## src/rpd_pkg.sv

```systemverilog
`timescale 1ns / 1ps
// Shared types and constants for the RLE pixel packet decoder.
// No dependencies; the top level, rpd_parse and rpd_ostage import this package.
package rpd_pkg;

   // Default palette depth
   localparam int unsigned PALETTE_DEPTH_DEF = 256;

   // Configuration register indexes
   localparam int unsigned CSR_IDX_W = 2;
   localparam logic [CSR_IDX_W-1:0] CSR_USE_PALETTE   = 2'd0;
   localparam logic [CSR_IDX_W-1:0] CSR_ELEMENT_BYTES = 2'd1;
   localparam logic [CSR_IDX_W-1:0] CSR_PIXEL_COUNT   = 2'd2;

   // Item function codes
   localparam logic FUNC_STREAM  = 1'b0;
   localparam logic FUNC_PALETTE = 1'b1;

   // Packet header fields
   localparam logic [7:0] HDR_COUNT_MASK = 8'h7F;
   localparam int unsigned HDR_REPEAT_BIT = 7;

   // Reset values of the configuration registers
   localparam logic [2:0]  ELEMENT_BYTES_RST = 3'd4;
   localparam logic [31:0] PIXEL_COUNT_RST   = 32'd1;

   // One completed element on its way to the output
   typedef struct packed {
      logic [31:0] value;
      logic [7:0]  count;
      logic        done;
   } elem_type;

endpackage

```

## src/rpd_parse.sv

```systemverilog
`timescale 1ns / 1ps
// Byte parser: configuration registers, packet header decode, element assembly,
// pixel accounting and palette index reduction. Depends on rpd_pkg.
module rpd_parse #(
   parameter int unsigned PALETTE_DEPTH = rpd_pkg::PALETTE_DEPTH_DEF
) (
   input  logic                             clock,
   input  logic                             reset,
   input  logic                             csr_wr_en,
   input  logic [rpd_pkg::CSR_IDX_W-1:0]    csr_index,
   input  logic [31:0]                      csr_wr_data,
   input  logic                             step,
   input  logic [7:0]                       data_byte,
   input  logic [7:0]                       palette_slot,
   output logic                             elem_fire,
   output rpd_pkg::elem_type                elem,
   output logic [$clog2(PALETTE_DEPTH)-1:0] elem_index,
   output logic [$clog2(PALETTE_DEPTH)-1:0] slot_index,
   output logic                             use_palette
);
   import rpd_pkg::*;

   localparam int unsigned IDX_W = $clog2(PALETTE_DEPTH);

   // Weight of each byte lane modulo the palette depth (256^lane mod depth)
   localparam int unsigned WGT0 = 1 % PALETTE_DEPTH;
   localparam int unsigned WGT1 = 256 % PALETTE_DEPTH;
   localparam int unsigned WGT2 = (WGT1 * 256) % PALETTE_DEPTH;
   localparam int unsigned WGT3 = (WGT2 * 256) % PALETTE_DEPTH;

   // Configuration registers
   logic        use_palette_ff;
   logic [2:0]  element_bytes_ff;
   logic [31:0] pixel_count_ff;

   // Stream state
   logic              expect_header_ff, expect_header_in;
   logic              repeat_packet_ff, repeat_packet_in;
   logic [7:0]        packet_left_ff, packet_left_in;
   logic [1:0]        byte_pos_ff, byte_pos_in;
   logic [31:0]       assembly_ff, assembly_in;
   logic [IDX_W-1:0]  index_ff, index_in;
   logic [31:0]       image_left_ff, image_left_in;

   logic [IDX_W-1:0]  lane_tbl [4][256];
   logic [IDX_W-1:0]  lane_term;
   logic [IDX_W-1:0]  index_base;
   logic [IDX_W:0]    index_sum;
   logic [IDX_W-1:0]  index_next;
   logic [31:0]       assembly_base;
   logic [31:0]       assembly_next;
   logic [2:0]        eff_bytes;
   logic              last_byte;
   logic [31:0]       eff_pixels;
   logic [7:0]        hdr_count;
   logic [7:0]        run_count;
   logic [31:0]       image_after;
   logic [7:0]        packet_after;
   logic              image_end;

   // Constant tables of (byte * lane weight) mod depth
   for (genvar g = 0; g < 256; g++) begin : g_lane
      assign lane_tbl[0][g] = IDX_W'((g * WGT0) % PALETTE_DEPTH);
      assign lane_tbl[1][g] = IDX_W'((g * WGT1) % PALETTE_DEPTH);
      assign lane_tbl[2][g] = IDX_W'((g * WGT2) % PALETTE_DEPTH);
      assign lane_tbl[3][g] = IDX_W'((g * WGT3) % PALETTE_DEPTH);
   end

   assign slot_index = lane_tbl[0][palette_slot];

   // Effective element size: 0 acts as 1, above 4 acts as 4
   always_comb begin
      case (element_bytes_ff) inside
         3'd0:         eff_bytes = 3'd1;
         [3'd1:3'd4]:  eff_bytes = element_bytes_ff;
         default:      eff_bytes = 3'd4;
      endcase
   end

   assign eff_pixels = (pixel_count_ff == 32'd0) ? 32'd1 : pixel_count_ff;

   // Byte lane assembly and running index modulo depth
   always_comb begin
      assembly_base = (byte_pos_ff == 2'd0) ? 32'd0 : assembly_ff;
      assembly_next = assembly_base | (32'(data_byte) << {byte_pos_ff, 3'b000});
      index_base    = (byte_pos_ff == 2'd0) ? '0 : index_ff;
      lane_term     = lane_tbl[byte_pos_ff][data_byte];
      index_sum     = {1'b0, index_base} + {1'b0, lane_term};
      if (index_sum >= (IDX_W + 1)'(PALETTE_DEPTH)) begin
         index_sum = index_sum - (IDX_W + 1)'(PALETTE_DEPTH);
      end
      index_next = index_sum[IDX_W-1:0];
      last_byte  = ({1'b0, byte_pos_ff} + 3'd1) >= eff_bytes;
   end

   // Header count clamp and pixel accounting
   always_comb begin
      hdr_count = (data_byte & HDR_COUNT_MASK) + 8'd1;
      if (image_left_ff < 32'(hdr_count)) begin
         hdr_count = image_left_ff[7:0];
      end
      run_count = repeat_packet_ff ? packet_left_ff : 8'd1;
      if (image_left_ff < 32'(run_count)) begin
         run_count = image_left_ff[7:0];
      end
      image_after  = image_left_ff - 32'(run_count);
      packet_after = repeat_packet_ff ? 8'd0 : packet_left_ff - 8'd1;
      image_end    = (image_after == 32'd0);
   end

   // Next stream state
   always_comb begin
      expect_header_in = expect_header_ff;
      repeat_packet_in = repeat_packet_ff;
      packet_left_in   = packet_left_ff;
      byte_pos_in      = byte_pos_ff;
      assembly_in      = assembly_ff;
      index_in         = index_ff;
      image_left_in    = image_left_ff;
      elem_fire        = 1'b0;
      if (step) begin
         if (expect_header_ff) begin
            packet_left_in   = hdr_count;
            repeat_packet_in = data_byte[HDR_REPEAT_BIT];
            expect_header_in = 1'b0;
            byte_pos_in      = 2'd0;
         end else if (!last_byte) begin
            assembly_in = assembly_next;
            index_in    = index_next;
            byte_pos_in = byte_pos_ff + 2'd1;
         end else begin
            elem_fire        = 1'b1;
            byte_pos_in      = 2'd0;
            packet_left_in   = packet_after;
            image_left_in    = image_after;
            expect_header_in = (packet_after == 8'd0);
            if (image_end) begin
               // image complete: rearm for the next one
               expect_header_in = 1'b1;
               repeat_packet_in = 1'b0;
               packet_left_in   = 8'd0;
               image_left_in    = eff_pixels;
            end
         end
      end
   end

   assign elem.value  = assembly_next;
   assign elem.count  = run_count;
   assign elem.done   = image_end;
   assign elem_index  = index_next;
   assign use_palette = use_palette_ff;

   // Registers; a pixel count write restarts the image
   always_ff @(posedge clock) begin
      assembly_ff <= assembly_in;
      index_ff    <= index_in;
      if (reset) begin
         use_palette_ff   <= 1'b0;
         element_bytes_ff <= ELEMENT_BYTES_RST;
         pixel_count_ff   <= PIXEL_COUNT_RST;
         expect_header_ff <= 1'b1;
         repeat_packet_ff <= 1'b0;
         packet_left_ff   <= 8'd0;
         byte_pos_ff      <= 2'd0;
         image_left_ff    <= PIXEL_COUNT_RST;
      end else if (csr_wr_en) begin
         case (csr_index)
            CSR_USE_PALETTE: begin
               use_palette_ff <= csr_wr_data[0];
            end
            CSR_ELEMENT_BYTES: begin
               element_bytes_ff <= csr_wr_data[2:0];
            end
            CSR_PIXEL_COUNT: begin
               pixel_count_ff   <= csr_wr_data;
               expect_header_ff <= 1'b1;
               repeat_packet_ff <= 1'b0;
               packet_left_ff   <= 8'd0;
               byte_pos_ff      <= 2'd0;
               image_left_ff    <= (csr_wr_data == 32'd0) ? 32'd1 : csr_wr_data;
            end
            default: begin
            end
         endcase
      end else begin
         expect_header_ff <= expect_header_in;
         repeat_packet_ff <= repeat_packet_in;
         packet_left_ff   <= packet_left_in;
         byte_pos_ff      <= byte_pos_in;
         image_left_ff    <= image_left_in;
      end
   end

endmodule

```

## config.mk

```make
export PLATFORM = sky130hd
export DESIGN_NAME = rpd_parse
export DESIGN_NICKNAME = d
export VERILOG_FILES = /design/src/rpd_pkg.sv /design/src/rpd_parse.sv
export SDC_FILE = /design/constraint.sdc
export NUM_CORES = 1
export LEC_CHECK = 0
export ABC_AREA = 1
export BUFFER_PORTS_ARGS = -buffer_cell sky130_fd_sc_hd__buf_4
export CAP_MARGIN = 20
export CORE_ASPECT_RATIO = 1.1
export CORE_MARGIN = 1.5
export CORE_UTILIZATION = 40
export DETAILED_ROUTE_END_ITERATION = 6
export PLACE_DENSITY = 0.69
export SYNTH_ARGS = -nofsm -noshare
export SYNTH_HDL_FRONTEND = slang
export SYNTH_SLANG_ARGS = --single-unit
```

## constraint.sdc

```tcl
create_clock -name clock -period 5.3 [get_ports clock]
set_input_delay 0.795 -clock clock [delete_from_list [all_inputs] [get_ports clock]]
set_output_delay 0.795 -clock clock [all_outputs]
set_load 0.02 [all_outputs]
```

==> flow_summary.yaml <==
yosys:
  syn_inst: 1213
  synth_nets: 1302
  synth-seq-cells: 120
  ys_warn_count: 0
  netlist_area_mm2: 0.008272
  avgSynthCellArea_um2: 6.819
  synth.yosys.seq_area_share_pct: 33.88
  ys_types: 41
setup_path:
  arrival_ps: 4140
  worstReg2RegStart: "image_left_ff[7]"
  timing.rr.end: "image_left_ff[19]"
  crit_end: "elem[0]"
  startpoint: "image_left_ff[7]"
  reg2reg_slack_ps: 860
  r2r_cells: 26
  crit_path_start_kind: "flip-flop"
  endpoint_kind: "output port"
  required_ps: 4510
  critical_path_peak_fanout: 11
  critical_path_class: "flip-flop to output port"
routing:
  drt_pass1_iterations: 5
  wirelength_um: 26630
  drt_iter0_drc: 669
  post_drt_wl_per_cell_um: 17.17
  num_vias: 8590
  drc: 0
  viasPerCell: 5.538
  ant_nets: 0
power:
  combPwrFrac_pct: 31.2
  internal_power_w: 0.002105
  p_leak_nw: 4.662
  clkPwrFrac_pct: 36.9
  total_power_w: 0.003324
  ir_worst_vdd_v: 0.0002347
  seq_power_share_pct: 31.9
  switching_power_w: 0.001218
  p_sw_share_pct: 36.66
  power_density_mw_per_mm2: 338.6
clocking:
  postCtsHoldBufs: 0
  cts_tree: "done"
  clockBufferDepth: 2
  cts_num_sinks: 120
  clk_latency_ps: 430
  cts_max_level: 4
  clkTransAtPathRegs_ps: 60
  root_buffer: "clkbuf_16"
  cts_buffers: 17
outcome:
  status: "complete, no violations"
placement:
  gp_congestion: 0.9949
  hpwl_um: 19730
  numPortBuffers: 96
sta:
  finalClockSkew_ps: 7.216
  slew_violations: 0
  max_freq_mhz: 202.6
  layout_worst_path_cycle_share_pct: 93.15
  tns_ps: 0
  setup_violations: 0
  relSlewSlack_pct: 33.85
  grt_setup_unrepaired: "no"
  hold_viol: 0
  min_period_ps: 4937
  tightest_slew_ps: 991.2
global_routing:
  grt_use_total_pct: 24.88
  antenna_found_initial: 0
  grt_pass1_vias: 8089
  grt_max_degree: 63
  grt_pass1_wl_um: 42190
  overflow: 0
final_layout:
  final_common_cell: "nand2_1"
  drive_above_1_share_pct: 14.05
  insertedDiodeCount: 0
  syn2layout_area_growth_pct: 18.68
  final_cell_mix: "209 x nand2_1, 187 x inv_1, 124 x a21oi_1"
  fillerInstances: 2032
  final_nets: 1371
floorplan:
  start_util_pct: 40.47
  dieHeight_um: 153.8
  placementRows: 55
  coreArea_mm2: 0.02044
  die_x_um: 140.1
  num_io_pins: 113
  dieArea_mm2: 0.02155
hold_path:
  holdCritPathClass: "flip-flop to flip-flop"
job:
  max_cap_viol_count: 0
-- power by group through the flow --
stage	clock network, W	registers, W	logic [W]
after global placement	0	0.00108	0.00100
after CTS	0.00123	0.00106	0.00101
after detailed placement	0	0.00108	0.00101
final	0.00123	0.00106	0.00104
after global routing	0.00128	0.00107	0.00115
after floorplan	0	0.00106	0.000717
-- cell type report --
type	count	area (µm²)	share of cell area, %
clock inverter	15	192.7	1.963
inverter	194	728.2	7.418
clock buffer	17	425.4	4.333
tap	256	320.3	3.263
sequential	120	2809	28.61
multi-input combinational	836	4481	45.64
timing repair buffer	113	860.8	8.769
-- cell families after synthesis --
group	count (synthesis)	share of synthesized area, %
AOI/OAI and AO/OA	279	17.82
xor gates and xnor gates	17	1.800
DFF	120	33.88
adders and majority gates	35	5.476
muxes	1	0.1210
and+or+nand+nor	503	28.38
buffers and inverters	258	12.52
-- worst min-delay path by stage --
stage | start | cells after the start | end
final | element_bytes_ff[0] | 2 | element_bytes_ff[0]
after detailed placement | element_bytes_ff[0] | 2 | element_bytes_ff[0]
after global routing | pixel_count_ff[10] | 2 | pixel_count_ff[10]
after floorplan | element_bytes_ff[0] | 2 | element_bytes_ff[0]
after global placement | element_bytes_ff[0] | 2 | element_bytes_ff[0]
after CTS | element_bytes_ff[0] | 2 | element_bytes_ff[0]
-- cells in the mapped netlist (all sizes together) --
cell type | instances | area share [%]
a211oi | 1 | 0.091
a21boi | 1 | 0.14
a21oi | 127 | 7.7
a311oi | 1 | 0.11
a31oi | 2 | 0.15
a41oi | 1 | 0.11
and2 | 2 | 0.15
buf | 30 | 2.2
clkbuf | 34 | 1.5
clkinv | 4 | 0.18
dfxtp | 80 | 19
edfxtp | 40 | 15
fa | 2 | 0.48
ha | 33 | 5.0
inv | 190 | 8.6
mux2i | 1 | 0.12
nand2 | 215 | 10
nand3 | 93 | 6.0
nand3b | 9 | 0.82
nand4 | 58 | 4.5
nor2 | 93 | 4.6
nor3 | 12 | 0.73
nor4 | 21 | 1.6
o211ai | 3 | 0.27
o21ai | 106 | 6.5
o21bai | 1 | 0.091
o22ai | 36 | 2.7
xnor2 | 2 | 0.21
xor2 | 15 | 1.6
-- through the flow --
step           cell area (µm²)  std cells  hold WS [ps]  util [%]  setup slack (ps)
4_1_cts                   9747       1548         460.5     47.69             26.49
6_report                  9817       1551         457.6     48.03             363.0
3_3_place_gp              9129       1516         452.0     44.66             601.9
3_5_place_dp              9129       1516         451.3     44.66             517.5
5_1_grt                   9817       1551         500.5     48.03             27.49
2_1_floorplan             8272       1213         429.8         -             360.7
-- what timing repair did --
action,CTS,global route
setup endpoints to repair,0,1
setup buffers,0,1
resized for setup,0,16
-- per-layer routing --
layer  up-vias  global-route usage [%]  wire length [µm]
met3        64                   4.578              1830
li1       4242                       -                 -
met1      3956                   30.04             10780
met4         0                   11.83              1028
met2       328                   42.76             12990
met5         -                       0                 0
-- registers in the layout (all words and copies together), names as in the netlist --
name and cells:
repeat_packet_ff 1, use_palette 1, pixel_count_ff 32, packet_left_ff 8, byte_pos_ff 2, index_ff 8
expect_header_ff 1, element_bytes_ff 3, assembly_ff 32, image_left_ff 32
-- critical path, stage by stage, from the launching register on --
cell and delay, ps:
dfxtp_1 480, ha_1 300, nand3_1 110, nor2_1 50, nor2_1 100, nand3_1 110, nor2_4 140, nand2_4 110
nand2_1 80, o21ai_1 80, ha_1 290, inv_1 30, o21bai_1 110, nand3_1 100, nand2_1 130, nand2_1 70
nand2_1 110, xor2_1 370, nand4_1 220, nor4_2 320, nand3_1 130, nor2_1 110, buf_4 150
No activity file was read; power rests on OpenSTA's default activity.
