File: src/rpd_pkg.sv
`timescale 1ns / 1ps
// Shared types and constants for the RLE pixel packet decoder.
// No dependencies; the top level, rpd_parse and rpd_ostage import this package.
package rpd_pkg;

   // Default palette depth
   localparam int unsigned PALETTE_DEPTH_DEF = 256;

   // Configuration register indexes
   localparam int unsigned CSR_IDX_W = 2;
   localparam logic [CSR_IDX_W-1:0] CSR_USE_PALETTE   = 2'd0;
   localparam logic [CSR_IDX_W-1:0] CSR_ELEMENT_BYTES = 2'd1;
   localparam logic [CSR_IDX_W-1:0] CSR_PIXEL_COUNT   = 2'd2;

   // Item function codes
   localparam logic FUNC_STREAM  = 1'b0;
   localparam logic FUNC_PALETTE = 1'b1;

   // Packet header fields
   localparam logic [7:0] HDR_COUNT_MASK = 8'h7F;
   localparam int unsigned HDR_REPEAT_BIT = 7;

   // Reset values of the configuration registers
   localparam logic [2:0]  ELEMENT_BYTES_RST = 3'd4;
   localparam logic [31:0] PIXEL_COUNT_RST   = 32'd1;

   // One completed element on its way to the output
   typedef struct packed {
      logic [31:0] value;
      logic [7:0]  count;
      logic        done;
   } elem_type;

endpackage

File: src/rpd_ostage.sv
`timescale 1ns / 1ps
// Output pipeline: palette read stage followed by the result register.
// Depends on rpd_pkg.
module rpd_ostage (
   input  logic              clock,
   input  logic              reset,
   input  logic              load,
   input  rpd_pkg::elem_type elem,
   input  logic              elem_pal,
   input  logic [31:0]       ram_rdata,
   output logic              can_load,
   output logic              rsp_valid,
   input  logic              rsp_ready,
   output logic [31:0]       rsp_pixel_value,
   output logic [7:0]        rsp_repeat_count,
   output logic              rsp_image_done
);
   import rpd_pkg::*;

   logic     s1_valid_ff, s1_valid_in;
   elem_type s1_ff;
   logic     s1_pal_ff;
   logic     out_valid_ff, out_valid_in;
   elem_type out_ff;
   logic     advance;

   // The result register frees up when empty or taken
   assign advance  = !out_valid_ff || rsp_ready;
   assign can_load = !s1_valid_ff || advance;

   always_comb begin
      s1_valid_in  = load || (s1_valid_ff && !advance);
      out_valid_in = advance ? s1_valid_ff : out_valid_ff;
   end

   // Read stage holds the item while the palette RAM answers
   always_ff @(posedge clock) begin
      if (load) begin
         s1_ff     <= elem;
         s1_pal_ff <= elem_pal;
      end
      if (advance && s1_valid_ff) begin
         out_ff.value <= s1_pal_ff ? ram_rdata : s1_ff.value;
         out_ff.count <= s1_ff.count;
         out_ff.done  <= s1_ff.done;
      end
      if (reset) begin
         s1_valid_ff  <= 1'b0;
         out_valid_ff <= 1'b0;
      end else begin
         s1_valid_ff  <= s1_valid_in;
         out_valid_ff <= out_valid_in;
      end
   end

   assign rsp_valid        = out_valid_ff;
   assign rsp_pixel_value  = out_ff.value;
   assign rsp_repeat_count = out_ff.count;
   assign rsp_image_done   = out_ff.done;

endmodule

File: config.mk
export PLATFORM = sky130hd
export DESIGN_NAME = rpd_ostage
export DESIGN_NICKNAME = d
export VERILOG_FILES = /design/src/rpd_pkg.sv /design/src/rpd_ostage.sv
export SDC_FILE = /design/constraint.sdc
export NUM_CORES = 1
export LEC_CHECK = 0
export BUFFER_PORTS_ARGS = -buffer_cell sky130_fd_sc_hd__clkbuf_2
export CAP_MARGIN = 20
export CORE_MARGIN = 5
export CORE_UTILIZATION = 45
export DETAILED_ROUTE_END_ITERATION = 8
export PLACE_DENSITY = 0.75
export SLEW_MARGIN = 10
export SYNTH_ARGS = -nofsm -noshare
export SYNTH_HDL_FRONTEND = slang
export SYNTH_SLANG_ARGS = --single-unit
File: constraint.sdc
create_clock -name clock -period 2.4 [get_ports clock]
set_clock_uncertainty 0.1 [all_clocks]
set_input_delay 0.48 -clock clock [delete_from_list [all_inputs] [get_ports clock]]
set_output_delay 0.48 -clock clock [all_outputs]
set_load 0.005 [all_outputs]
==> parameters.txt, run 1 <==
Parameter                              Value

Detailed routing
  Detail-routed net length per standard cell ... 15.9 um
  Vias per cell ... 4.64
  Count of routing violations after the opening detailed-route iteration ... 30
  Number of detailed-routing iterations run before antenna repair ... 4
  Via count ... 1593
  Antenna-violating nets left ... 0
  DR DRC count ... 0
  Routed WL ... 5.44 mm

Global route
  Largest net degree at the start of global routing ... 44
  Global route overflow ... 0
  Total Routing Usage GR ... 13.0%
  Initial antenna violation count ... 0
  Vias in the first global route ... 1751
  First-pass GRT wire length ... 8.38 mm

Power and ir drop
  Proportion of power drawn by flip-flops and latches ... 59.7%
  Power density cells ... 751 nW/um2
  Combinational share of power ... 8.9%
  LEAKAGE ... 1.69 nW
  Power share of the clock group ... 31.5%
  Cell-internal power ... 0.00239 W
  Switching part of the total ... 20.0%
  Peak supply drop ... 0.439 mV
  PnR Total Power ... 0.00298 W
  Switching Power ... 0.000596 W

Die
  Die footprint ... 8680 um2
  Core outline area ... 6760 um2
  Count of standard-cell rows ... 30
  Chip Width ... 93.2 um
  Effective utilization at floorplan ... 46.1%
  Number of I/O pins ... 121
  Chip Height ... 93.2 um

Yosys
  Fraction of the yosys area taken by sequential cells ... 81.3%
  Syn Nets ... 206
  Async set-or-reset flop fraction in the synthesized netlist ... 0%
  Dominant cells by area after synthesis ... edfxtp_1 (80%), mux2_4 (14%), buf_12 (1.9%)
  Netlist area before placement ... 3110 um2
  Leading register cell type out of synthesis ... edfxtp_1
  Synth top area share ... 80.0%
  Post-Syn Instances ... 128
  Library cell with the highest instance count after synthesis ... edfxtp_1
  Top cell types by occurrence after synthesis ... edfxtp_1 (83), mux2_4 (30), buf_12 (3)
  Yosys reg bits ... 85
  Average cell area after synthesis ... 24.3 um2
  Synth unique cells ... 11
  Library cell occupying the most area in the post-synthesis netlist ... edfxtp_1
  EDFF count, synth ... 83
  Yosys synthesis warning count ... 0

Critical path
  Largest stage delay on the critical path ... 0.36 ns
  Setup Crit Path Kind ... reg2out
  Arrival time of the worst setup path ... 0.94 ns
  Buffering stage count on the worst path with inverters included ... 1
  Slowest stage cell, crit path ... dfxtp_1
  Critical path cell sequence ... nand3b_1, clkbuf_2
  Startpoint Class ... flip-flop
  Cell class contributing the biggest share of worst-path delay ... flip-flops
  Top fanout value on the critical path ... 3
  Critical path required time ... 1.82 ns
  Endpoint kind of the worst setup timing path ... primary output

Finish
  Number of antenna diodes ... 0
  Post-layout instance count excluding filler cells ... 343
  Core Util, Final ... 58.8%
  Net count, final ... 336
  Fill cell count ... 528
  Area taken by multi-input logic gates ... 504 um2
  Area taken by flip-flops and latches ... 2530 um2
  Layout overhead on the synthesized area ... 27.6%
  Fraction of layout cells with a size suffix above 1 ... 64.3%

CTS
  # resized after CTS ... 0
  H-tree levels ... 3
  Num Clock Sinks ... 85
  Post-CTS clock slew at the launch and capture registers of the worst setup and hold paths ... 0.08 ns
  TritonCTS clock tree ... built
  Number of buffers added by the clock tree synthesis step ... 9
  Root Buffer Master ... clkbuf_8
  Hold buffer count at cts ... 0
  Clk buf depth ... 2
  Insertion delay of the later-clocked pin in the worst-skew pair ... 0.34 ns
  Number of post-CTS setup repair buffers ... 0

Placement
  GP Congestion ... 0.718
  Placed Cells ... 327
  Count of input and output buffers ... 120

Timing
  # setup viols final ... 0
  Hold Worst Slack ... 0.208 ns
  Share of the clock period used by the worst path after layout ... 63.5%
  Max Freq ... 656 MHz
  Final worst path period need ... 1.52 ns
  Setup repair after global routing missed its margin ... false
  Final max-slew violation count ... 0
  Relative max-transition margin ... 63.9%
  Final Hold Vio Count ... 0
  Slew at the pin closest to its max-slew limit ... 0.541 ns
  Final-layout setup total negative slack ... 0 ns

Outcome
  Result of the run ... finished, final reports clean

Worst hold path
  Class of the tightest hold or removal check ... in2reg

Run
  Max-capacitance violation count ... 0
## routing by layer
metal,routed length (um),part of all wire (%),up-vias,GRT usage (%)
met2,2690,49,84,21.9
met3,504,9.3,9,4.34
met4,81,1.5,0,7.33
li1,-,-,760,-
met1,2170,40,740,14.4
met5,0,0,-,0
## power by group through the flow
stage	clock (W)	combinational (W)	sequential [W]
global placement	0	0.000262	0.00181
detailed placement	0	0.000269	0.00182
finish	0.000939	0.000264	0.00178
global route	0.00104	0.000286	0.00179
CTS	0.000971	0.000271	0.00178
floorplan	0	0.000142	0.00181
## registers in the layout, indices dropped and copies added (netlist names)
| name | count |
|---|---|
| s1_ff | 41 |
| rsp_pixel_value | 32 |
| rsp_repeat_count | 8 |
| rsp_image_done | 1 |
| rsp_valid | 1 |
| s1_pal_ff | 1 |
| s1_valid_ff | 1 |
## area by class of cell
type | instances | share of cell area [%]
clock buffers | 11 | 3.31
clock inverters | 5 | 1.29
inverters | 2 | 0.189
multi-input cells | 37 | 12.7
flip-flops and latches | 85 | 63.7
well taps | 80 | 2.52
repair buffers | 123 | 16.3
## worst register-to-register path, delay by kind of cell, from the launching register on
| family | cells | cell delay, ns |
|---|---|---|
| multiplexers | 1 | 0.38 |
| buffers and inverters | 1 | 0.27 |
| flip-flops | 1 | 0.53 |
## path summary, 6_finish.rpt
path / startpoint / depth (start not counted) / end / slack, ns
worst min-delay path: reset / 2 / rsp_valid$_SDFFE_PP0P_ / 0.21
worst min register to register: s1_ff[5]$_DFFE_PP_ / 0 / rsp_repeat_count[4]$_DFFE_PP_ / 0.32
worst max register to register: s1_pal_ff$_DFFE_PP_ / 2 / rsp_pixel_value[29]$_DFFE_PP_ / 0.88
worst max-delay path: rsp_valid$_SDFFE_PP0P_ / 2 / can_load / 0.88
## cells in the final DEF, fill, tap and decap left out
master and n:
edfxtp_1 83, clkinv_1 1, clkinvlp_4 1, buf_12 2, nand3b_1 1, clkbuf_2 120, mux2_2 2, bufinv_16 1
and2_2 1, a21oi_1 2, mux2_4 30, clkbuf_1 2, nand2b_1 1, inv_1 2, buf_4 1, dfxtp_1 2
clkbuf_8 9, clkinv_2 2
## logic make-up after synthesis
kind of cell | count (synthesis) | share of synthesized area (%)
compound gates | 2 | 0.321
buf+inv | 6 | 2.53
flops | 85 | 81.3
mux | 32 | 15.2
simple gates | 3 | 0.643
## stage by stage
stage | worst slack [ns] | area, um2
floorplan | 0.315 | 3110
global route | 0.821 | 3980
global placement | 0.906 | 3790
detailed placement | 0.869 | 3790
finish | 0.876 | 3980
CTS | 0.853 | 3980
(Power assumes the default switching activity.)
==> run 2, diff against run 1 <==
==> constraint.sdc (replaced) <==
create_clock -name clock -period 1.49 [get_ports clock]
set_clock_uncertainty 0.1 [all_clocks]
set_input_delay 0.298 -clock clock [delete_from_list [all_inputs] [get_ports clock]]
set_output_delay 0.298 -clock clock [all_outputs]
set_load 0.005 [all_outputs]
==> run 2 against run 1 <==
Final area is 7.1% higher. Worst setup slack worse by 0.72 ns. Combinational power is 86% higher. Critical path depth stayed put. Non-clock buffer count is 26 higher. Via count is 3.4% higher. Global-route usage is 0.93 points higher. Worst hold slack worse by 0.19 ns. Clock power is 71% higher. Final cell count is 7.6% higher. Sequential power is 61% higher. Routed wire length is 8.0% higher.
==> parameters.txt, run 2 (synthesis gave the netlist of run 1 again) <==
Parameter                              Value

Detailed routing
  Number of detailed-routing iterations run before antenna repair ... 4
  Detail-routed net length per standard cell ... 15.9 um
  Antenna-violating nets left ... 0
  DR DRC count ... 0
  Vias per cell ... 4.46
  Count of routing violations after the opening detailed-route iteration ... 51
  Routed WL ... 5.87 mm
  Via count ... 1647

CTS
  Clk buf depth ... 2
  Insertion delay of the later-clocked pin in the worst-skew pair ... 0.35 ns
  Number of buffers added by the clock tree synthesis step ... 9
  Num Clock Sinks ... 85
  TritonCTS clock tree ... built
  H-tree levels ... 3
  Number of post-CTS setup repair buffers ... 0
  Post-CTS clock slew at the launch and capture registers of the worst setup and hold paths ... 0.08 ns
  Root Buffer Master ... clkbuf_8

Global route
  Met3 track utilization from global routing ... 4.99%
  Largest net degree at the start of global routing ... 44
  Global-route track usage on met1 ... 14.6%
  Vias in the first global route ... 1859
  Global route overflow ... 0
  Total Routing Usage GR ... 13.9%
  Peak-usage layer in the global routing report ... met2
  Grt met2 use ... 24.4%
  Initial antenna violation count ... 0
  First-pass GRT wire length ... 8.83 mm

Placement
  GP Congestion ... 0.684
  Count of input and output buffers ... 120
  Pre-CTS worst setup slack ... 0.131 ns
  Detailed Place HPWL ... 4.08 mm

Critical path
  Setup slack on the worst flop-to-flop path ... 0.17 ns
  Number of cells on the worst reg-to-reg path ... 2
  Source of the critical timing path ... rsp_valid$_SDFFE_PP0P_
  Setup Crit Path Kind ... reg2out
  Crit. path cell count ... 2
  Buffering stage count on the worst path with inverters included ... 1
  Slowest stage cell, crit path ... dfxtp_1
  End of the critical path ... can_load
  Largest stage delay on the critical path ... 0.36 ns
  Endpoint kind of the worst setup timing path ... primary output
  Critical path required time ... 1.09 ns
  Cell class contributing the biggest share of worst-path delay ... flip-flops
  Launch point of the worst reg-to-reg path ... s1_pal_ff$_DFFE_PP_
  Top fanout value on the critical path ... 3
  Critical path cell sequence ... nand3b_1, clkbuf_2
  Startpoint Class ... flip-flop
  Arrival time of the worst setup path ... 0.93 ns
  Destination of the worst register-to-register timing path ... rsp_pixel_value[30]$_DFFE_PP_

Finish
  Layout overhead on the synthesized area ... 36.8%
  Flip-flop count of the largest register after layout ... 41
  Number of antenna diodes ... 0
  Commonest non-fill, non-tap cell in the layout ... clkbuf_2
  Register with the most flip-flops ... s1_ff
  Fraction of layout cells with a size suffix above 1 ... 59.9%
  Most frequent cells in the layout ... clkbuf_2 (120), edfxtp_1 (83), mux2_4 (30)
  Fill cell count ... 505
  Net count, final ... 362

Timing
  Final Hold Vio Count ... 0
  Slew at the pin closest to its max-slew limit ... 0.236 ns
  Setup repair after global routing missed its margin ... false
  Worst Slack Setup Final ... 0.159 ns
  Hold Worst Slack ... 0.0214 ns
  Final-layout setup total negative slack ... 0 ns
  Final worst path period need ... 1.33 ns
  Relative max-transition margin ... 84.3%
  Max Freq ... 751 MHz
  # setup viols final ... 0
  Final max-slew violation count ... 0
  Share of the clock period used by the worst path after layout ... 89.3%

Power and ir drop
  LEAKAGE ... 1.81 nW
  Power density cells ... 1170 nW/um2
  Peak supply drop ... 0.753 mV

Worst hold path
  Class of the tightest hold or removal check ... in2reg

Die
  Chip Height ... 93.2 um
  Count of standard-cell rows ... 30
  Number of I/O pins ... 121
  Core outline area ... 6760 um2
  Chip Width ... 93.2 um
  Die footprint ... 8680 um2
  Effective utilization at floorplan ... 46.1%

Run
  Max-capacitance violation count ... 0

Outcome
  Result of the run ... finished, final reports clean
-- run 2: cell count changes in the layout (fill, tap and decap cells not counted), sizes merged --
cell / before / now
dlygate4sd3: 0 / 24
clkbuf: 131 / 129
inv: 2 / 3
clkinvlp: 1 / 2
buf: 3 / 5
-- run 2: metal layers --
layer | routed length, um | part of all wire [%] | up-vias
met5 | 0 | 0 | -
met4 | 94 | 1.6 | 0
met3 | 383 | 6.5 | 9
met2 | 3200 | 54 | 62
met1 | 2200 | 37 | 763
li1 | - | - | 813
-- run 2: worst min-delay path by stage --
stage / startpoint / end / slack (ns) / depth (start not counted)
3_3_place_gp: s1_ff[3]$_DFFE_PP_ / rsp_repeat_count[2]$_DFFE_PP_ / 0.30 / 0
4_1_cts: elem[23] / s1_ff[23]$_DFFE_PP_ / 0.0005 / 1
5_1_grt: elem[29] / s1_ff[29]$_DFFE_PP_ / -0.0008 / 1
6_report: elem[39] / s1_ff[39]$_DFFE_PP_ / 0.02 / 1
2_1_floorplan: reset / rsp_valid$_SDFFE_PP0P_ / 0.27 / 1
3_5_place_dp: s1_ff[5]$_DFFE_PP_ / rsp_repeat_count[4]$_DFFE_PP_ / 0.30 / 0
-- run 2: cell type report --
class / count / area (um2) / share of cell area (%)
clock inverters: 7 / 75.1 / 1.76
multi-input cells: 37 / 504 / 11.8
clock buffers: 9 / 124 / 2.91
inverters: 2 / 7.51 / 0.176
repair buffers: 149 / 916 / 21.5
well taps: 80 / 100 / 2.35
flip-flops and latches: 85 / 2530 / 59.5
-- run 2: per-stage QoR --
stage | std cells | util (%) | total power (W) | cell area, um2
final | 369 | 63.0 | 0.00497 | 4260
after global routing | 369 | 63.0 | 0.00519 | 4260
after CTS | 352 | 60.5 | 0.00498 | 4090
after detailed placement | 329 | 56.5 | 0.00337 | 3820
after global placement | 329 | 56.5 | 0.00335 | 3820
after floorplan | 128 | - | 0.00315 | 3120
-- run 2: what timing repair did --
item | in CTS | in global routing
hold buffers | 7 | 17
endpoints found under the hold margin | 8 | 17
resized for setup | 0 | 0
-- run 2: report_power, final --
part	total (W)	internal (W)	switching, W
clock	0.00161	0.000780	0.000831
combinational	0.000492	0.000311	0.000181
sequential	0.00286	0.00282	0.0000453
